### src/hdl/ftb_ram.sv
// generic single-write, single-read synchronous ram with registered read
module ftb_ram #(
    parameter int WIDTH = 8,
    parameter int DEPTH = 256
) (
    input  logic                     i_clk,
    input  logic                     i_we,
    input  logic [$clog2(DEPTH)-1:0] i_waddr,
    input  logic [WIDTH-1:0]         i_wdata,
    input  logic [$clog2(DEPTH)-1:0] i_raddr,
    output logic [WIDTH-1:0]         o_rdata
);

    logic [WIDTH-1:0] r_mem [DEPTH];
    logic [WIDTH-1:0] r_rdata;

    always_ff @(posedge i_clk) begin
        if (i_we) begin
            r_mem[i_waddr] <= i_wdata;
        end
        r_rdata <= r_mem[i_raddr];
    end

    assign o_rdata = r_rdata;

endmodule

### config.mk
export PLATFORM = sky130hd
export DESIGN_NAME = ftb_ram
export DESIGN_NICKNAME = d
export VERILOG_FILES = /design/src/hdl/ftb_ram.sv
export SDC_FILE = /design/constraint.sdc
export NUM_CORES = 2
export LEC_CHECK = 0
export BUFFER_PORTS_ARGS = -buffer_cell sky130_fd_sc_hd__clkbuf_2
export CAP_MARGIN = 10
export CORE_MARGIN = 4
export CORE_UTILIZATION = 45
export DETAILED_ROUTE_END_ITERATION = 8
export PLACE_DENSITY = 0.61
export SYNTH_ARGS = -nofsm -noshare
export SYNTH_HDL_FRONTEND = slang
export SYNTH_SLANG_ARGS = --single-unit
### constraint.sdc
create_clock -name i_clk -period 4.7 [get_ports i_clk]
set_input_delay 0.705 -clock i_clk [delete_from_list [all_inputs] [get_ports i_clk]]
set_output_delay 0.705 -clock i_clk [all_outputs]
set_load 0.1 [all_outputs]
==> metrics.txt <==
clock share of power 0.411; Core Region 176000 um^2; GRT Total Usage 0.219; maximum clock path buffer count 3; Post-DP Area 83000 um^2; min Tclk post-route 3.46 ns; Slowest-stage cell, CP a211oi_1; Ports 34; ratio of cells with drive above 1 in the final layout 0.235; drt first pass iters 5; drt via density 6.08; Leak 27.5 nW; hold slack 0.359 ns; Reg area 61700 um^2; Net Sw Frac 0.216; Post-Syn Area per Cell 21.3 um^2; CTS tree done; Post-Synthesis Cells 3733; cts repair resizes 0; Post CTS Setup Buffer Count 0; Mapped Nets 3759; vias in the first global route 38900; count of hold-fix buffers inserted at cts 0; initial antenna violation count 3; CTS root buf clkbuf_16; Arr. time, crit path 4.11 ns; most common cell in the netlist edfxtp_1; net switching power 8.14 mW; Final Instance Count excl. Fillers 6417; initial detailed-routing violation count 4848; Syn Std Cell Area 79600 um^2; final hold violations 0; wire per inst 31.7 um; Period Utilization, post-route 0.737; largest net degree at the start of global routing 151; # placed instances 6046; routed vias 39000; combinational share of power 0.053; CTS H-tree depth 4; # fillers 13800; ranking of synthesized cells by area edfxtp_1 77%, mux4_2 13%, mux2i_1 1.7%, nor2_1 1.3%, a22oi_1 1.3%; post-synth top area cell edfxtp_1; Die ar. 184000 um^2; Max Cap Viol 0; drc violations 0; crit-path max FO 28; post-place setup slack 0.331 ns; fmax 289 MHz; critical-path cell list buf_8 > buf_12 > mux4_2 > a22o_1 > a221oi_1 > o221ai_1 > a211oi_1 > nor4_1; post-synth top area share 0.773; Clock Skew 0.0340 ns; cell internal pwr 29.6 mW; Seq/Total Area, Yosys 0.775; Design Power 37.8 mW; delay-heaviest family, CP compound AO/OA/AOI/OAI gates; CTS Buf Count 199; Crit path required time 5.34 ns; chip height 428 um; Worst Setup End Kind flop; Routed WL 203000 um; global route overflow 0; Design Area, Final 89300 um^2; Die Width 428 um; Post-synth ARST share 0; Layout area overhead 12.3%; Clock Latency Late Sink 0.81 ns; warnings from Yosys 0; PortBufs 33; area of the multi-input gates 16500 um^2; count of cell types in the netlist 55; power per cell area 423 nW/um^2; Commonest cells post-synth 2048 x edfxtp_1, 454 x mux4_2, 282 x nor2_1; final setup fails 0; Max-slew headroom 0.101; placer congestion estimate 0.889; Final Util 0.508; final layout net count 3934; HP Class primary input to flop; worst slew pin tran 1.34 ns; post-DP HPWL 127000 um; final worst slack 1.24 ns; row count 154; number of synthesized flops with an enable pin 2048; clk sinks 2056; startpoint type of the worst setup path primary input; Flop pwr share 0.536; first-pass GRT wire length 292000 um; Setup CP Type primary input to flop; Final ANT Viol Nets 0; Worst Path Buf+Inv 2; Largest stage delay, worst path 0.90 ns; initial core utilization 0.452; maximum VDD drop 391 uV; outcome finished clean; Setup TNS 0 ns; Final Max Slew Viols 0; CTS clock-pin slew for the worst setup and hold paths 0.06 ns; Primary FF master, synth edfxtp_1; flops & latches, synth 2056; RSZ-0062 raised after global routing false
==> power by group through the flow <==
stage | registers (mW) | clock network (mW) | logic (mW)
6_report | 20.2 | 15.5 | 1.99
5_1_grt | 20.2 | 16.6 | 2.09
4_1_cts | 20.2 | 15.7 | 2.00
3_5_place_dp | 20.6 | 0 | 2.00
3_3_place_gp | 20.6 | 0 | 1.98
2_1_floorplan | 20.7 | 0 | 0.982
==> metal layers <==
| layer | up-vias | global-route usage | part of all wire |
|---|---|---|---|
| met5 | - | 0 | 0 |
| met4 | 0 | 0.0562 | 0.025 |
| met3 | 277 | 0.0420 | 0.079 |
| met2 | 1663 | 0.350 | 0.49 |
| met1 | 21000 | 0.314 | 0.41 |
| li1 | 16100 | - | - |
==> area by class of cell <==
| cell class | instances | share of cell area |
|---|---|---|
| repair buffers | 207 | 0.0218 |
| clock inverters | 120 | 0.0117 |
| flip-flops and latches | 2056 | 0.690 |
| inverters | 2 | 0.0000840 |
| well taps | 2340 | 0.0328 |
| multi-input cells | 1442 | 0.185 |
| diodes | 1 | 0.0000280 |
| clock buffers | 249 | 0.0585 |
==> layout by cell type, fill, tap and decap left out, types with 46 or more instances in the layout <==
cell and count:
nor2_1 279, clkinv_1 52, edfxtp_1 2048, mux2i_1 134
buf_4 145, a21oi_1 96, a22oi_1 133, clkbuf_1 46
clkbuf_16 201, mux4_2 454, o221ai_1 46
==> cells by family (layout without fill, tap and decap cells) <==
kind of cell	Yosys count	count (layout)	share of synthesized area
AOI/OAI and AO/OA	385	385	0.0342
DFF	2056	2056	0.775
and+or+nand+nor	466	466	0.0263
muxes	591	591	0.146
buffers and inverters	235	578	0.0183
other	0	1	0
==> final timing paths <==
| kind | slack [ns] | endpoint | cells after the start | startpoint |
|---|---|---|---|---|
| worst max-delay path | 1.24 | o_rdata[3] | 8 | i_raddr[0] |
| worst min-delay path | 0.36 | r_mem[231][2] | 1 | i_wdata[2] |
| worst min register to register | 1.07 | o_rdata[5] | 6 | r_mem[32][5] |
| worst max register to register | 1.50 | o_rdata[3] | 6 | r_mem[26][3] |
==> state kept, by name, summed over array words and instances (netlist names) <==
name	count
r_mem	2048
o_rdata	8
Power figures use the tool's default switching activity.
